--- src/hdl/lcar_pkg.sv ---
// ----------------------------------------------------------------------------
// Load-cell reader package
// Shared widths, payload and configuration types, sequencer control word
// format and the microcode program.
// ----------------------------------------------------------------------------
package lcar_pkg;

    // Converter word and run sizes
    localparam int SAMPLE_BITS  = 24;
    localparam int MAX_READINGS = 64;
    localparam int CNT_W        = $clog2(MAX_READINGS + 1);
    localparam int ACC_W        = SAMPLE_BITS + $clog2(MAX_READINGS);
    localparam int BIT_W        = $clog2(SAMPLE_BITS + 1);
    localparam int DIV_CNT_W    = $clog2(ACC_W + 1);
    localparam int TICK_W       = 20;

    // Scaling arithmetic
    localparam int COEFF_W  = 32;
    localparam int WEIGHT_W = 32;
    localparam int HALF_W   = COEFF_W / 2;
    localparam int FRAC_W   = 16;
    localparam int MUL_W    = SAMPLE_BITS + HALF_W;
    localparam int PROD_W   = SAMPLE_BITS + COEFF_W;

    // Configuration port
    localparam int CFG_IDX_W  = 3;
    localparam int CFG_DATA_W = 32;

    localparam logic [CFG_IDX_W-1:0] CFG_TIMEOUT  = CFG_IDX_W'(0);
    localparam logic [CFG_IDX_W-1:0] CFG_WEIGH_N  = CFG_IDX_W'(1);
    localparam logic [CFG_IDX_W-1:0] CFG_TARE_N   = CFG_IDX_W'(2);
    localparam logic [CFG_IDX_W-1:0] CFG_TARE_GAP = CFG_IDX_W'(3);
    localparam logic [CFG_IDX_W-1:0] CFG_COEFF    = CFG_IDX_W'(4);

    localparam logic [TICK_W-1:0]         RST_TIMEOUT  = TICK_W'(200000);
    localparam logic [CNT_W-1:0]          RST_WEIGH_N  = CNT_W'(10);
    localparam logic [CNT_W-1:0]          RST_TARE_N   = CNT_W'(5);
    localparam logic [TICK_W-1:0]         RST_TARE_GAP = TICK_W'(20000);
    localparam logic signed [COEFF_W-1:0] RST_COEFF    = COEFF_W'(65536000);

    // Command codes carried on each tick
    localparam logic [1:0] FUNC_WEIGH = 2'd1;
    localparam logic [1:0] FUNC_TARE  = 2'd2;

    typedef struct packed {
        logic [1:0] func;
        logic       dt_level;
    } t_in_item;

    typedef struct packed {
        logic                       sck_level;
        logic                       busy_res;
        logic                       done_res;
        logic signed [WEIGHT_W-1:0] weight_mg;
        logic [SAMPLE_BITS-1:0]     raw_average;
        logic [SAMPLE_BITS-1:0]     tare_value;
        logic [CNT_W-1:0]           timeout_count;
    } t_out_item;

    typedef struct packed {
        logic [TICK_W-1:0]         timeout_ticks;
        logic [CNT_W-1:0]          weigh_samples;
        logic [CNT_W-1:0]          tare_samples;
        logic [TICK_W-1:0]         tare_gap_ticks;
        logic signed [COEFF_W-1:0] scale_coeff;
    } t_cfg;

    // Microcode
    localparam int PC_W = 4;

    typedef enum logic [3:0] {
        OP_NOP,
        OP_TICK,
        OP_DIV_INIT,
        OP_DIV_STEP,
        OP_AVG,
        OP_MUL_LO,
        OP_MUL_HI,
        OP_ADD,
        OP_SAT,
        OP_EMIT
    } t_uop;

    typedef enum logic [2:0] {
        C_NONE,
        C_ALWAYS,
        C_NO_ITEM,
        C_NOT_FINAL,
        C_DIV_MORE,
        C_TARE,
        C_OUT_READY
    } t_ucond;

    typedef struct packed {
        t_uop            op;
        t_ucond          cond;
        logic [PC_W-1:0] target;
    } t_uword;

    // Sequencer to datapath
    typedef struct packed {
        t_uop op;
        logic fire;
    } t_ctrl;

    // Datapath to sequencer
    typedef struct packed {
        logic final_rd;
        logic div_more;
        logic run_tare;
    } t_status;

    localparam logic [PC_W-1:0] ST_FETCH    = PC_W'(0);
    localparam logic [PC_W-1:0] ST_DIV_STEP = PC_W'(3);
    localparam logic [PC_W-1:0] ST_EMIT     = PC_W'(9);

    // Program: fetch a tick, update the reader; on the last reading of a run
    // divide serially, then store the tare or scale the weight; emit result.
    function automatic t_uword uc_rom(input logic [PC_W-1:0] pc);
        t_uword w;
        case (pc)
            PC_W'(0):  w = '{op: OP_TICK,     cond: C_NO_ITEM,   target: ST_FETCH};
            PC_W'(1):  w = '{op: OP_NOP,      cond: C_NOT_FINAL, target: ST_EMIT};
            PC_W'(2):  w = '{op: OP_DIV_INIT, cond: C_NONE,      target: ST_FETCH};
            PC_W'(3):  w = '{op: OP_DIV_STEP, cond: C_DIV_MORE,  target: ST_DIV_STEP};
            PC_W'(4):  w = '{op: OP_AVG,      cond: C_TARE,      target: ST_EMIT};
            PC_W'(5):  w = '{op: OP_MUL_LO,   cond: C_NONE,      target: ST_FETCH};
            PC_W'(6):  w = '{op: OP_MUL_HI,   cond: C_NONE,      target: ST_FETCH};
            PC_W'(7):  w = '{op: OP_ADD,      cond: C_NONE,      target: ST_FETCH};
            PC_W'(8):  w = '{op: OP_SAT,      cond: C_NONE,      target: ST_FETCH};
            PC_W'(9):  w = '{op: OP_EMIT,     cond: C_OUT_READY, target: ST_FETCH};
            PC_W'(10): w = '{op: OP_NOP,      cond: C_ALWAYS,    target: ST_EMIT};
            default:   w = '{op: OP_NOP,      cond: C_ALWAYS,    target: ST_FETCH};
        endcase
        return w;
    endfunction

endpackage

--- src/hdl/lcar_cfg.sv ---
// ----------------------------------------------------------------------------
// Load-cell reader configuration registers
// Plain write-only register bank with reset defaults.
// ----------------------------------------------------------------------------
module lcar_cfg
    import lcar_pkg::*;
(
    input  logic                  i_clk,
    input  logic                  i_rst_n,
    input  logic                  i_we,
    input  logic [CFG_IDX_W-1:0]  i_idx,
    input  logic [CFG_DATA_W-1:0] i_data,
    output t_cfg                  o_cfg
);

    t_cfg r_cfg;

    always_ff @(posedge i_clk) begin
        if (!i_rst_n) begin
            r_cfg.timeout_ticks  <= RST_TIMEOUT;
            r_cfg.weigh_samples  <= RST_WEIGH_N;
            r_cfg.tare_samples   <= RST_TARE_N;
            r_cfg.tare_gap_ticks <= RST_TARE_GAP;
            r_cfg.scale_coeff    <= RST_COEFF;
        end else if (i_we) begin
            case (i_idx)
                CFG_TIMEOUT:  r_cfg.timeout_ticks  <= i_data[TICK_W-1:0];
                CFG_WEIGH_N:  r_cfg.weigh_samples  <= i_data[CNT_W-1:0];
                CFG_TARE_N:   r_cfg.tare_samples   <= i_data[CNT_W-1:0];
                CFG_TARE_GAP: r_cfg.tare_gap_ticks <= i_data[TICK_W-1:0];
                CFG_COEFF:    r_cfg.scale_coeff    <= $signed(i_data[COEFF_W-1:0]);
                default: ;
            endcase
        end
    end

    assign o_cfg = r_cfg;

endmodule

--- src/hdl/lcar_useq.sv ---
// ----------------------------------------------------------------------------
// Load-cell reader microcode sequencer
// Step counter, program lookup and conditional jumps.
// ----------------------------------------------------------------------------
module lcar_useq
    import lcar_pkg::*;
(
    input  logic    i_clk,
    input  logic    i_rst_n,
    input  logic    i_in_valid,
    input  logic    i_out_ready,
    input  t_status i_status,
    output t_ctrl   o_ctrl,
    output logic    o_in_stall
);

    logic [PC_W-1:0] r_pc;
    logic [PC_W-1:0] n_pc;
    t_uword          uw;
    logic            take;

    assign uw = uc_rom(r_pc);

    always_comb begin
        case (uw.cond)
            C_NONE:      take = 1'b0;
            C_ALWAYS:    take = 1'b1;
            C_NO_ITEM:   take = !i_in_valid;
            C_NOT_FINAL: take = !i_status.final_rd;
            C_DIV_MORE:  take = i_status.div_more;
            C_TARE:      take = i_status.run_tare;
            C_OUT_READY: take = i_out_ready;
            default:     take = 1'b1;
        endcase
        n_pc = take ? uw.target : r_pc + PC_W'(1);
    end

    always_ff @(posedge i_clk) begin
        if (!i_rst_n) begin
            r_pc <= ST_FETCH;
        end else begin
            r_pc <= n_pc;
        end
    end

    // Tick runs only on a transfer, emit only into a free output slot
    always_comb begin
        o_ctrl.op = uw.op;
        case (uw.op)
            OP_TICK: o_ctrl.fire = i_in_valid;
            OP_EMIT: o_ctrl.fire = i_out_ready;
            default: o_ctrl.fire = 1'b1;
        endcase
    end

    assign o_in_stall = (uw.op != OP_TICK);

endmodule

--- src/hdl/lcar_dpath.sv ---
// ----------------------------------------------------------------------------
// Load-cell reader datapath
// Per-tick reader update, serial divider, shared multiplier and saturation.
// ----------------------------------------------------------------------------
module lcar_dpath
    import lcar_pkg::*;
(
    input  logic      i_clk,
    input  logic      i_rst_n,
    input  t_ctrl     i_ctrl,
    input  t_in_item  i_item,
    input  t_cfg      i_cfg,
    output t_status   o_status,
    output t_out_item o_item
);

    typedef enum logic [6:0] {
        PH_IDLE  = 7'b0000001,
        PH_WAIT  = 7'b0000010,
        PH_HIGH  = 7'b0000100,
        PH_LOW   = 7'b0001000,
        PH_XHIGH = 7'b0010000,
        PH_XLOW  = 7'b0100000,
        PH_GAP   = 7'b1000000
    } t_phase;

    localparam logic [SAMPLE_BITS-1:0] TOP_BIT = {1'b1, {(SAMPLE_BITS-1){1'b0}}};
    localparam int MAG_W = PROD_W - FRAC_W;

    // Reader state
    t_phase                     r_phase, n_phase;
    logic                       r_run_tare, n_run_tare;
    logic [TICK_W-1:0]          r_tick, n_tick;
    logic [BIT_W-1:0]           r_bit, n_bit;
    logic [SAMPLE_BITS-1:0]     r_shift, n_shift;
    logic [CNT_W-1:0]           r_rc, n_rc;
    logic [ACC_W-1:0]           r_acc, n_acc;
    logic [CNT_W-1:0]           r_tout, n_tout;
    logic                       r_final, n_final;
    logic [SAMPLE_BITS-1:0]     r_tare;
    logic [SAMPLE_BITS-1:0]     r_avg;
    logic signed [WEIGHT_W-1:0] r_weight;

    // Working registers
    logic [CNT_W-1:0]       r_div_n;
    logic [ACC_W-1:0]       r_quo;
    logic [CNT_W-1:0]       r_rem;
    logic [DIV_CNT_W-1:0]   r_div_cnt;
    logic [SAMPLE_BITS-1:0] r_dmag;
    logic                   r_dneg;
    logic [COEFF_W-1:0]     r_cmag;
    logic                   r_cneg;
    logic [MUL_W-1:0]       r_pp;
    logic [PROD_W-1:0]      r_prod;

    logic [CNT_W-1:0]       n_raw, eff_n, rc_inc;
    logic [TICK_W:0]        tick_inc;
    logic [BIT_W-1:0]       bit_inc;
    logic                   fin_en;
    logic [SAMPLE_BITS-1:0] fin_val;

    // Readings per run: zero acts as one, large counts clamp
    always_comb begin
        n_raw = r_run_tare ? i_cfg.tare_samples : i_cfg.weigh_samples;
        if (n_raw == '0) begin
            eff_n = CNT_W'(1);
        end else if (n_raw > CNT_W'(MAX_READINGS)) begin
            eff_n = CNT_W'(MAX_READINGS);
        end else begin
            eff_n = n_raw;
        end
    end

    assign tick_inc = {1'b0, r_tick} + (TICK_W + 1)'(1);
    assign bit_inc  = r_bit + BIT_W'(1);
    assign rc_inc   = r_rc + CNT_W'(1);

    always_comb begin
        n_phase    = r_phase;
        n_run_tare = r_run_tare;
        n_tick     = r_tick;
        n_bit      = r_bit;
        n_shift    = r_shift;
        n_rc       = r_rc;
        n_acc      = r_acc;
        n_tout     = r_tout;
        n_final    = 1'b0;
        fin_en     = 1'b0;
        fin_val    = '0;
        case (r_phase)
            PH_IDLE: begin
                if (i_item.func == FUNC_WEIGH || i_item.func == FUNC_TARE) begin
                    n_run_tare = (i_item.func == FUNC_TARE);
                    n_rc       = '0;
                    n_acc      = '0;
                    n_tout     = '0;
                    n_tick     = '0;
                    n_phase    = PH_WAIT;
                end
            end
            PH_WAIT: begin
                if (!i_item.dt_level) begin
                    n_bit   = '0;
                    n_shift = '0;
                    n_phase = PH_HIGH;
                end else begin
                    n_tick = tick_inc[TICK_W-1:0];
                    if (tick_inc >= {1'b0, i_cfg.timeout_ticks}) begin
                        n_tout = r_tout + CNT_W'(1);
                        fin_en = 1'b1;
                    end
                end
            end
            PH_HIGH: begin
                n_shift = {r_shift[SAMPLE_BITS-2:0], 1'b0};
                n_phase = PH_LOW;
            end
            PH_LOW: begin
                n_shift = {r_shift[SAMPLE_BITS-1:1], r_shift[0] | i_item.dt_level};
                n_bit   = bit_inc;
                n_phase = (bit_inc >= BIT_W'(SAMPLE_BITS)) ? PH_XHIGH : PH_HIGH;
            end
            PH_XHIGH: begin
                n_phase = PH_XLOW;
            end
            PH_XLOW: begin
                fin_en  = 1'b1;
                fin_val = r_shift ^ TOP_BIT;
            end
            PH_GAP: begin
                if (tick_inc >= {1'b0, i_cfg.tare_gap_ticks}) begin
                    n_tick  = '0;
                    n_phase = PH_WAIT;
                end else begin
                    n_tick = tick_inc[TICK_W-1:0];
                end
            end
            default: begin
                n_phase = PH_IDLE;
            end
        endcase

        // Close a reading: accumulate, count, then finish the run or go on
        if (fin_en) begin
            n_acc  = r_acc + ACC_W'(fin_val);
            n_rc   = rc_inc;
            n_tick = '0;
            if (rc_inc >= eff_n) begin
                n_final = 1'b1;
                n_phase = PH_IDLE;
            end else if (r_run_tare && i_cfg.tare_gap_ticks != '0) begin
                n_phase = PH_GAP;
            end else begin
                n_phase = PH_WAIT;
            end
        end
    end

    // Restoring divider step
    logic [CNT_W-1:0] rem_sh;
    logic             div_ge;

    assign rem_sh = {r_rem[CNT_W-2:0], r_quo[ACC_W-1]};
    assign div_ge = (rem_sh >= r_div_n);

    // Difference to tare and coefficient as sign and magnitude
    logic [SAMPLE_BITS-1:0] avg;
    logic [SAMPLE_BITS:0]   diff_w;
    logic [SAMPLE_BITS:0]   diff_neg_w;
    logic [COEFF_W-1:0]     coeff_u;

    assign avg        = r_quo[SAMPLE_BITS-1:0];
    assign diff_w     = {1'b0, avg} - {1'b0, r_tare};
    assign diff_neg_w = (SAMPLE_BITS + 1)'(0) - diff_w;
    assign coeff_u    = $unsigned(i_cfg.scale_coeff);

    // One shared multiplier, low coefficient half first
    logic [HALF_W-1:0] mul_b;
    logic [MUL_W-1:0]  mul_out;

    assign mul_b   = (i_ctrl.op == OP_MUL_HI) ? r_cmag[COEFF_W-1:HALF_W] : r_cmag[HALF_W-1:0];
    assign mul_out = MUL_W'(r_dmag) * MUL_W'(mul_b);

    // Truncate toward zero on the magnitude, then saturate
    logic [MAG_W-1:0]           mag;
    logic                       p_neg, p_over;
    logic signed [WEIGHT_W-1:0] sat_val;

    assign mag    = r_prod[PROD_W-1:FRAC_W];
    assign p_neg  = r_dneg ^ r_cneg;
    assign p_over = |mag[MAG_W-1:WEIGHT_W-1];

    always_comb begin
        if (p_over) begin
            sat_val = p_neg ? {1'b1, {(WEIGHT_W-1){1'b0}}} : {1'b0, {(WEIGHT_W-1){1'b1}}};
        end else if (p_neg) begin
            sat_val = $signed(WEIGHT_W'(0) - mag[WEIGHT_W-1:0]);
        end else begin
            sat_val = $signed(mag[WEIGHT_W-1:0]);
        end
    end

    always_ff @(posedge i_clk) begin
        if (!i_rst_n) begin
            r_phase    <= PH_IDLE;
            r_run_tare <= 1'b0;
            r_tick     <= '0;
            r_bit      <= '0;
            r_shift    <= '0;
            r_rc       <= '0;
            r_acc      <= '0;
            r_tout     <= '0;
            r_final    <= 1'b0;
            r_tare     <= '0;
            r_avg      <= '0;
            r_weight   <= '0;
        end else if (i_ctrl.fire) begin
            case (i_ctrl.op)
                OP_TICK: begin
                    r_phase    <= n_phase;
                    r_run_tare <= n_run_tare;
                    r_tick     <= n_tick;
                    r_bit      <= n_bit;
                    r_shift    <= n_shift;
                    r_rc       <= n_rc;
                    r_acc      <= n_acc;
                    r_tout     <= n_tout;
                    r_final    <= n_final;
                end
                OP_AVG: begin
                    r_avg <= avg;
                    if (r_run_tare) begin
                        r_tare <= avg;
                    end
                end
                OP_SAT: begin
                    r_weight <= sat_val;
                end
                default: ;
            endcase
        end
    end

    always_ff @(posedge i_clk) begin
        if (i_ctrl.fire) begin
            case (i_ctrl.op)
                OP_TICK: begin
                    r_div_n <= eff_n;
                end
                OP_DIV_INIT: begin
                    r_quo     <= r_acc;
                    r_rem     <= '0;
                    r_div_cnt <= DIV_CNT_W'(ACC_W);
                end
                OP_DIV_STEP: begin
                    r_rem     <= div_ge ? rem_sh - r_div_n : rem_sh;
                    r_quo     <= {r_quo[ACC_W-2:0], div_ge};
                    r_div_cnt <= r_div_cnt - DIV_CNT_W'(1);
                end
                OP_AVG: begin
                    r_dneg <= diff_w[SAMPLE_BITS];
                    r_dmag <= diff_w[SAMPLE_BITS] ? diff_neg_w[SAMPLE_BITS-1:0]
                                                  : diff_w[SAMPLE_BITS-1:0];
                    r_cneg <= coeff_u[COEFF_W-1];
                    r_cmag <= coeff_u[COEFF_W-1] ? COEFF_W'(0) - coeff_u : coeff_u;
                end
                OP_MUL_LO: begin
                    r_pp <= mul_out;
                end
                OP_MUL_HI: begin
                    r_prod <= PROD_W'(r_pp);
                    r_pp   <= mul_out;
                end
                OP_ADD: begin
                    r_prod <= r_prod + PROD_W'({r_pp, {HALF_W{1'b0}}});
                end
                default: ;
            endcase
        end
    end

    assign o_status.final_rd = r_final;
    assign o_status.div_more = (r_div_cnt != DIV_CNT_W'(1));
    assign o_status.run_tare = r_run_tare;

    assign o_item.sck_level     = (r_phase == PH_HIGH) || (r_phase == PH_XHIGH);
    assign o_item.busy_res      = (r_phase != PH_IDLE);
    assign o_item.done_res      = r_final;
    assign o_item.weight_mg     = r_weight;
    assign o_item.raw_average   = r_avg;
    assign o_item.tare_value    = r_tare;
    assign o_item.timeout_count = r_tout;

endmodule

--- src/hdl/load_cell_adc_reader_with_tare.sv ---
// ----------------------------------------------------------------------------
// Load-cell converter reader with tare
// Bit-bangs a two-wire 24-bit load-cell converter, averages readings and
// keeps a tare; weighs in milligrams through a signed Q16.16 coefficient.
// ----------------------------------------------------------------------------
// Usage:
//  - Input channel (i_in_valid / o_in_stall / i_in_data): one transfer per
//    microsecond tick, carrying the sampled data pin level and a command
//    (start weighing, start taring, or plain tick; commands while busy drop).
//  - Output channel (o_out_valid / i_out_stall / o_out_data): exactly one
//    result per tick, holding the clock pin level to drive and the status.
//  - Config port (i_cfg_we / i_cfg_idx / i_cfg_data): write only while no
//    tick is in flight; indexes beyond the register list are ignored.
//  - Timing: a microcoded sequencer takes each tick through a short program.
//    An ordinary tick runs a tick, a check and an emit step. The tick that
//    closes a run adds a 30-step serial divide (one quotient bit a cycle),
//    then an average step for a tare run, and for a weighing also a
//    two-pass 24x16 multiply, an add and a saturate step.
//  - One tick is worked on at a time; the next is taken while the previous
//    result still sits in the output register.
//  - Reset (synchronous, active low) returns the reader to idle, clears the
//    tare, last weight and average, and loads the register defaults.
//  - A stalled receiver holds the result; the sequencer waits at its emit
//    step and takes no new tick until the output register frees up.
// ----------------------------------------------------------------------------
module load_cell_adc_reader_with_tare
    import lcar_pkg::*;
(
    input  logic                  i_clk,
    input  logic                  i_rst_n,
    // tick input
    input  logic                  i_in_valid,
    output logic                  o_in_stall,
    input  t_in_item              i_in_data,
    // result output
    output logic                  o_out_valid,
    input  logic                  i_out_stall,
    output t_out_item             o_out_data,
    // configuration writes
    input  logic                  i_cfg_we,
    input  logic [CFG_IDX_W-1:0]  i_cfg_idx,
    input  logic [CFG_DATA_W-1:0] i_cfg_data
);

    t_cfg      cfg;
    t_ctrl     ctrl;
    t_status   status;
    t_out_item dp_item;

    logic      r_out_valid;
    t_out_item r_out_data;
    logic      out_ready;
    logic      emit;

    // Output slot is free when empty or being drained this cycle
    assign out_ready = !r_out_valid || !i_out_stall;
    assign emit      = ctrl.fire && (ctrl.op == OP_EMIT);

    lcar_cfg u_cfg (
        .i_clk   (i_clk),
        .i_rst_n (i_rst_n),
        .i_we    (i_cfg_we),
        .i_idx   (i_cfg_idx),
        .i_data  (i_cfg_data),
        .o_cfg   (cfg)
    );

    lcar_useq u_useq (
        .i_clk       (i_clk),
        .i_rst_n     (i_rst_n),
        .i_in_valid  (i_in_valid),
        .i_out_ready (out_ready),
        .i_status    (status),
        .o_ctrl      (ctrl),
        .o_in_stall  (o_in_stall)
    );

    lcar_dpath u_dpath (
        .i_clk    (i_clk),
        .i_rst_n  (i_rst_n),
        .i_ctrl   (ctrl),
        .i_item   (i_in_data),
        .i_cfg    (cfg),
        .o_status (status),
        .o_item   (dp_item)
    );

    // Output register: load on emit, drop valid once the transfer completes
    always_ff @(posedge i_clk) begin
        if (!i_rst_n) begin
            r_out_valid <= 1'b0;
        end else if (emit) begin
            r_out_valid <= 1'b1;
        end else if (!i_out_stall) begin
            r_out_valid <= 1'b0;
        end
    end

    // Payload holds while stalled; only emit writes it
    always_ff @(posedge i_clk) begin
        if (emit) begin
            r_out_data <= dp_item;
        end
    end

    assign o_out_valid = r_out_valid;
    assign o_out_data  = r_out_data;

endmodule
--- config.mk ---
export PLATFORM = sky130hd
export DESIGN_NAME = load_cell_adc_reader_with_tare
export DESIGN_NICKNAME = d
export VERILOG_FILES = /design/src/hdl/lcar_pkg.sv /design/src/hdl/lcar_cfg.sv /design/src/hdl/lcar_useq.sv /design/src/hdl/lcar_dpath.sv /design/src/hdl/load_cell_adc_reader_with_tare.sv
export SDC_FILE = /design/constraint.sdc
export NUM_CORES = 2
export LEC_CHECK = 0
export BUFFER_PORTS_ARGS = -buffer_cell sky130_fd_sc_hd__clkbuf_2
export CAP_MARGIN = 40
export CORE_ASPECT_RATIO = 1.75
export CORE_MARGIN = 3
export CORE_UTILIZATION = 58
export DETAILED_ROUTE_END_ITERATION = 8
export PLACE_DENSITY = 0.78
export SLEW_MARGIN = 20
export SYNTH_ARGS = -nofsm -noshare
export SYNTH_HDL_FRONTEND = slang
export SYNTH_SLANG_ARGS = --single-unit
--- constraint.sdc ---
create_clock -name i_clk -period 7.3 [get_ports i_clk]
set_clock_uncertainty 0.15 [all_clocks]
set_input_delay 1.095 -clock i_clk [delete_from_list [all_inputs] [get_ports i_clk]]
set_output_delay 1.095 -clock i_clk [all_outputs]
set_load 0.02 [all_outputs]
Yosys cells after proc, flatten, opt, wreduce, memory -nomap -nowiden
Memory sizes are Yosys's and may differ from the RTL's. A register that Yosys moved wholly into a read port is not among the register bits. Index checks and enable logic that the tools add are counted. W data, S select, Z words.

Memories: 1. Register bits: 565. Input bits: 43. Word-level logic and storage cells: 199. ROM bits: 160.

Equality and inequality tests: 40. Multipliers: 1. Multiplexer cells: 52. Magnitude comparators: 6. Reduce and logical (&&, ||, !) cells: 44. Add/sub/neg operators: 13. Bitwise operators: 4.

Memory list: (no name shown) (depth 16, bits a word 10, read ports 1, clocked after memory_dff 1, wr ports 0, RTL line lcar_pkg.sv:121) `case (pc)`.

Operators by type and width (count): $pmux W56 S2 (1); $mux W7 (14); $mux W32 (3); $mux W30 (3); $mux W20 (4); $mux W24 (3); $pmux W24 S3 (1); $sub A1 B32 Y32 const A (2); $pmux W20 S3 (1); $pmux W30 S2 (1); $add A56 B56 Y56 (1); $pmux W7 S7 (1); $ge A21 B20 Y1 (2); $mul A24 B16 Y40 (1); $mux W31 (1); $add A30 B24 Y30 (1); $sub A24 B24 Y25 (1); $sub A1 B24 Y24 const A (1); $reduce_and A2 Y1 (11); $add A20 B1 Y21 const B (1); $pmux W5 S2 (2); $reduce_bool A20 Y1 (1); $eq A4 B3 Y1 const B (4); $mux W16 (1); 55 further kinds (98).

Logic depth before layout (Yosys ltp)
Word-level depth: 7. Gate-level depth with buffers: 29.

By module
A second synthesis with hierarchy kept.

Cell total of the unflattened synthesis: 4542. Area, all modules: 41929.0 sq um.

Modules (own cells, without submodules): lcar_dpath (seq. area each 9228.9 sq um, cells an instance 3981, area each 34703.3 sq um, times used 1); lcar_cfg (seq. area each 1721.7 sq um, cells an instance 338, area each 3405.8 sq um, times used 1); load_cell_adc_reader_with_tare (seq. area each 2722.6 sq um, cells an instance 97, area each 2770.2 sq um, times used 1); lcar_useq (seq. area each 280.3 sq um, cells an instance 126, area each 1049.8 sq um, times used 1).

Least setup slack after synthesis
No wires, ideal clock.

Path kind: reg2reg. Start: register u_useq.uw[7] (netlist name). End: register u_dpath.r_pp[38] (data pin). Buffers on the path: 3. Data required time: 6.887 ns. Arrival: 7.736 ns. Stages on the path, launching flop included: 27. Library setup time: 0.263 ns. Period minus slack after synthesis: 8.149 ns. Setup slack: -0.849 ns. Cells stage by stage: dfxtp_1 clkbuf_1 nor3_1 clkbuf_1 mux2_2 clkbuf_1 nand2_1 fa_1 fa_1 inv_1 fa_1 fa_1 fa_1 inv_1 fa_1 inv_1 ha_1 a21o_1 a21o_1 a21oi_1 a21oi_1 o21ai_0 o211ai_1 a221oi_1 o21ai_0 a311oi_1 xnor2_1.

Word-level cells in the longest chain between the ends: 3.

RTL lines: $eq A4 B3 Y1 (RTL line lcar_dpath.sv:181) `assign mul_b = (i_ctrl.op == OP_MUL_HI) ? r_cmag[COEFF_W-1:HALF_W] : r_cmag[HALF_W-1:0];`; $mux W16 (RTL line lcar_dpath.sv:181); $mul A24 B16 Y40 (RTL line lcar_dpath.sv:182) `assign mul_out = MUL_W'(r_dmag) * MUL_W'(mul_b);`; named net u_dpath.mul_out[38] (RTL line lcar_dpath.sv:179) `logic [MUL_W-1:0] mul_out;`; end signal: assignment (RTL line lcar_dpath.sv:268) `r_pp <= mul_out;`; end signal: assignment (RTL line lcar_dpath.sv:272) `r_pp <= mul_out;`; end: declaration (RTL line lcar_dpath.sv:53) `logic [MUL_W-1:0] r_pp;`.

The timed path passes the listed nets, and every way through them passes these cells. A chain may end at the register's enable or synchronous reset.

Final worst setup path
Start: register u_useq.uw[10] (netlist name). End: register u_dpath.r_pp[38] (data pin).

Word-level cells in the longest chain between the ends: 3.

RTL lines (RTL line): $eq A4 B3 Y1 (lcar_dpath.sv:181); $mux W16 (lcar_dpath.sv:181); $mul A24 B16 Y40 (lcar_dpath.sv:182); named net u_dpath.mul_out[38] (lcar_dpath.sv:179).

The timed path passes the listed nets, and every way through them passes these cells.

==> flow_summary.rst <==
.. list-table::
   :header-rows: 1

   * - Metric
     - Value
   * - Result of the run
     - complete, but fails checks
   * - Failing checks
     - DRC, setup timing
   * - Reg-to-reg setup timing slack
     - -0.05 ns
   * - Worst Reg2Reg Path Length in Cells
     - 27
   * - Most common cell after layout, fill and taps aside
     - nand2_1
   * - Most area-consuming cells after synthesis
     - edfxtp_1, fa_1, dfxtp_1
   * - Cell area after synthesis
     - ~41,000 µm²
   * - DR iter-0 viols
     - around 2,000
   * - Least setup slack across all paths after layout
     - -0.0493 ns
   * - Iteration count of the initial detailed-routing pass
     - 8
   * - Level count of the clock H-tree
     - 2
   * - Area taken by flip-flops and latches
     - 14,000 µm²
   * - Number of nets in the layout
     - between 5,000 and 6,000
   * - Main flop type after synthesis
     - dfxtp_1
   * - Max capacitance violation total
     - 0
   * - Source of the worst hold timing path
     - u_dpath.r_avg[0]
   * - Number of different library cells in the post-synthesis netlist
     - 83
   * - Data required time of the worst path
     - about 7.5 ns
   * - Filler cell count
     - 5,428
   * - Via count
     - 32,900
   * - Largest net degree at the start of global routing
     - between 70 and 80
   * - Yosys top cell area share
     - 0.204
   * - Half-perimeter wire length after placement
     - 84.3 mm
   * - Number of vias per cell
     - approximately 5.9
   * - CP endpoint kind
     - flop
   * - Number of instances in the synthesized netlist
     - 4,405
   * - Async S/R FF share, synth
     - 0
   * - CTS tree
     - built
   * - Final number of max-transition violations
     - 0
   * - CTS Buf Count
     - between 50 and 60
   * - Die Footprint
     - between 70,000 and 80,000 µm²
   * - Classification of the worst setup path
     - reg -> reg
   * - Multi-input logic area
     - about 25,000 µm²
   * - Vertical die dimension
     - roughly 360 µm
   * - Antenna Nets Post-Route
     - 0
   * - Row count
     - between 100 and 150
   * - Area after DPL
     - around 43,000 µm²
   * - Unrepaired setup endpoints after global routing
     - true
   * - Count of buffers inserted at the top-level ports
     - about 130
   * - Number of setup violations in the final report
     - 4
   * - Register bit count reported by yosys
     - 559
   * - Post-route cell area
     - about 46,000 µm²
   * - Syn avg cell area
     - between 9 and 10 µm²
   * - Total gr overflow
     - 0
   * - Number of hold violations in the final report
     - 0
   * - Startpoint of the most critical setup path
     - u_useq.uw[10]
   * - Slew HR
     - 0.426
   * - Library cell with the largest summed area after synthesis
     - edfxtp_1
   * - R2R Path End
     - u_dpath.r_pp[38]
   * - Root buffer selected by CTS
     - clkbuf_16
   * - Share of final-layout standard cells stronger than drive strength 1
     - 0.132
   * - Clock insertion delay at the later pin of the skew report
     - between 0.6 and 0.7 ns
   * - Maximum fanout count along the critical path
     - 6
   * - Routability cong.
     - about 1.0
   * - Static leakage
     - 0.0196 µW
   * - Critical path destination
     - u_dpath.r_pp[38]
   * - Commonest cells after routing, fill and taps aside
     - nand2_1, inv_1, a21oi_1, fa_1, dfxtp_1
   * - Number of enable flip-flop cells after synthesis
     - around 280
   * - Horizontal die dimension
     - ~210 µm
   * - Worst vdd ir
     - approximately 0.23 mV
   * - Clock input transition at the sequential cells of the worst setup and hold paths
     - approximately 0.070 ns
   * - Slew at the pin closest to its max-slew limit
     - about 0.86 ns
   * - Pwr/cell area
     - approximately 230 nW/µm²
   * - Proportion of synthesized chip area in sequential cells
     - 0.343
   * - Synth warnings
     - 0
   * - Global-route wire length before repair
     - 181 mm
   * - Final cycle utilization of the critical path
     - 1.01
   * - Final core area utilization
     - 0.664
   * - Top achievable clock speed
     - between 100 and 150 MHz
   * - Number of remaining DRC errors
     - 1
   * - Antenna cells
     - 0
   * - Reg-to-Reg Start
     - u_useq.uw[10]
   * - Placement-stage worst setup slack
     - -0.306 ns
   * - Clock sink count
     - around 560
   * - Number of antenna violations at the first check in global routing
     - 0
   * - I/O pin cnt
     - 135
   * - Number of global-route vias before repair
     - roughly 34,000
   * - Synthesis-to-finish area growth
     - 12.7%
   * - Class of the worst hold path
     - reg -> reg
   * - Wire length reported by the detailed router
     - 116 mm
   * - Net count of the mapped netlist
     - a little over 5,000
   * - Buffer levels on the longest clock path
     - 3
   * - GRT Util Overall
     - 0.318
   * - Pwr Total
     - approximately 10,000 µW
   * - Final critical-path required period
     - 7.35 ns
   * - Worst hold-check slack
     - 0.274 ns
   * - Routed wirelength normalized by instance count
     - around 21 µm
   * - Worst path arrival time
     - 7.58 ns
   * - Nature of the critical path startpoint
     - flop
   * - Core Footprint
     - ~69,000 µm²
   * - Initial Util
     - 0.589
-- logic make-up (layout without fill, tap and decap cells) --
kind of cell,Yosys count,count (layout),synth area share
AOI/OAI and AO/OA,812,812,0.126
xor gates and xnor gates,193,193,0.0416
adders and majority gates,579,579,0.235
buffers and inverters,694,920,0.0643
DFF,559,559,0.343
muxes,57,64,0.0148
and+or+nand+nor,1511,1511,0.175
-- stage by stage --
stage	setup TNS (ns)	std cells
global route	-1.32	5541
detailed placement	-1.34	5393
global placement	-0.848	5385
CTS	-0.0444	5528
finish	-0.154	5541
floorplan	-0.00284	4405
-- worst min-delay path by stage --
stage | endpoint | cells past startpoint
floorplan | o_out_data[55] | 0
global route | o_out_data[71] | 0
detailed placement | o_out_data[33] | 0
CTS | o_out_data[71] | 0
finish | o_out_data[31] | 0
global placement | o_out_data[83] | 0
-- area by class of cell --
type / count / share of cell area
multi-input cells: 3159 / 0.541
flip-flops and latches: 559 / 0.305
repair buffers: 323 / 0.0509
inverters: 502 / 0.0414
clock buffers: 62 / 0.0306
well taps: 903 / 0.0247
clock inverters: 33 / 0.00710
-- routing by layer --
layer / up-vias / wire length (µm) / track usage
met2: 1285 / 58300 / 0.556
met3: 574 / 7450 / 0.0606
met5: - / 0 / 0
met1: 15800 / 38400 / 0.330
li1: 15200 / - / -
met4: 0 / 11900 / 0.251
-- Yosys cell counts, types with 9 or more instances --
| master | n |
|---|---|
| nand2_1 | 731 |
| inv_1 | 498 |
| a21oi_1 | 323 |
| fa_1 | 310 |
| dfxtp_1 | 283 |
| edfxtp_1 | 276 |
| ha_1 | 269 |
| and2_1 | 202 |
| nor2_1 | 192 |
| clkbuf_1 | 181 |
| xnor2_1 | 135 |
| o21ai_0 | 133 |
| nand3_1 | 105 |
| a21o_1 | 75 |
| nor3_1 | 63 |
| xor2_1 | 58 |
| mux2i_1 | 33 |
| and3_1 | 30 |
| nand2b_1 | 30 |
| or3_1 | 30 |
| nand4_1 | 29 |
| o211ai_1 | 28 |
| a31oi_1 | 27 |
| o31ai_1 | 26 |
| a22o_1 | 24 |
| mux2_2 | 24 |
| a211oi_1 | 23 |
| o21bai_1 | 23 |
| nor2b_1 | 19 |
| o21a_1 | 18 |
| o221ai_1 | 14 |
| or4_1 | 14 |
| a2111oi_0 | 12 |
| nand3b_1 | 12 |
| or2_2 | 11 |
| a22oi_1 | 10 |
| a221oi_1 | 9 |
-- sequential cells by signal, indices dropped and copies added (netlist names), 5 cells and up --
signal             count
u_useq.uw             10
u_dpath.r_avg         24
u_dpath.r_acc         30
u_dpath.r_weight      32
u_dpath.r_quo         30
u_dpath.r_div_n        7
u_dpath.r_tick        20
u_dpath.r_div_cnt      5
u_dpath.r_pp          40
u_dpath.r_cmag        32
u_cfg.o_cfg           86
u_dpath.r_phase        7
u_dpath.r_bit          5
u_dpath.r_rem          6
u_dpath.r_rc           7
u_dpath.r_prod        40
u_dpath.r_shift       24
u_dpath.r_tout         7
u_dpath.r_dmag        24
u_dpath.r_tare        24
o_out_data            90
-- worst max-delay path: stages (launching register included) --
cell      delay [ns]
dfxtp_2         0.32
nand2b_4        0.14
nor3_4          0.17
buf_6           0.16
buf_6           0.12
buf_6           0.13
mux2_4          0.29
nand2_2         0.10
fa_1            0.57
inv_1           0.06
fa_2            0.62
fa_1            0.47
fa_1            0.50
fa_1            0.49
inv_1           0.05
fa_1            0.52
inv_1           0.06
ha_4            0.24
buf_4           0.14
o21a_1          0.19
o21ai_2         0.16
o41ai_4         0.09
o21ai_2         0.27
o211ai_1        0.22
a221oi_4        0.36
o21ai_2         0.11
a311oi_2        0.30
xnor2_1         0.09
-- report_power, final --
part / leakage (µW) / switching (µW) / internal [µW]
Sequential: 0.00477 / 133 / 3640
Combinational: 0.0140 / 2220 / 1700
Clock: 0.000828 / 1270 / 1520
-- repair_timing --
item                       CTS  global route
hold buffers                 0             0
setup endpoints to repair    8            13
setup buffers               34             6
resized for setup          102            57
pin swaps                   89            51
cloned                       7             1
(Power assumes the default switching activity.)
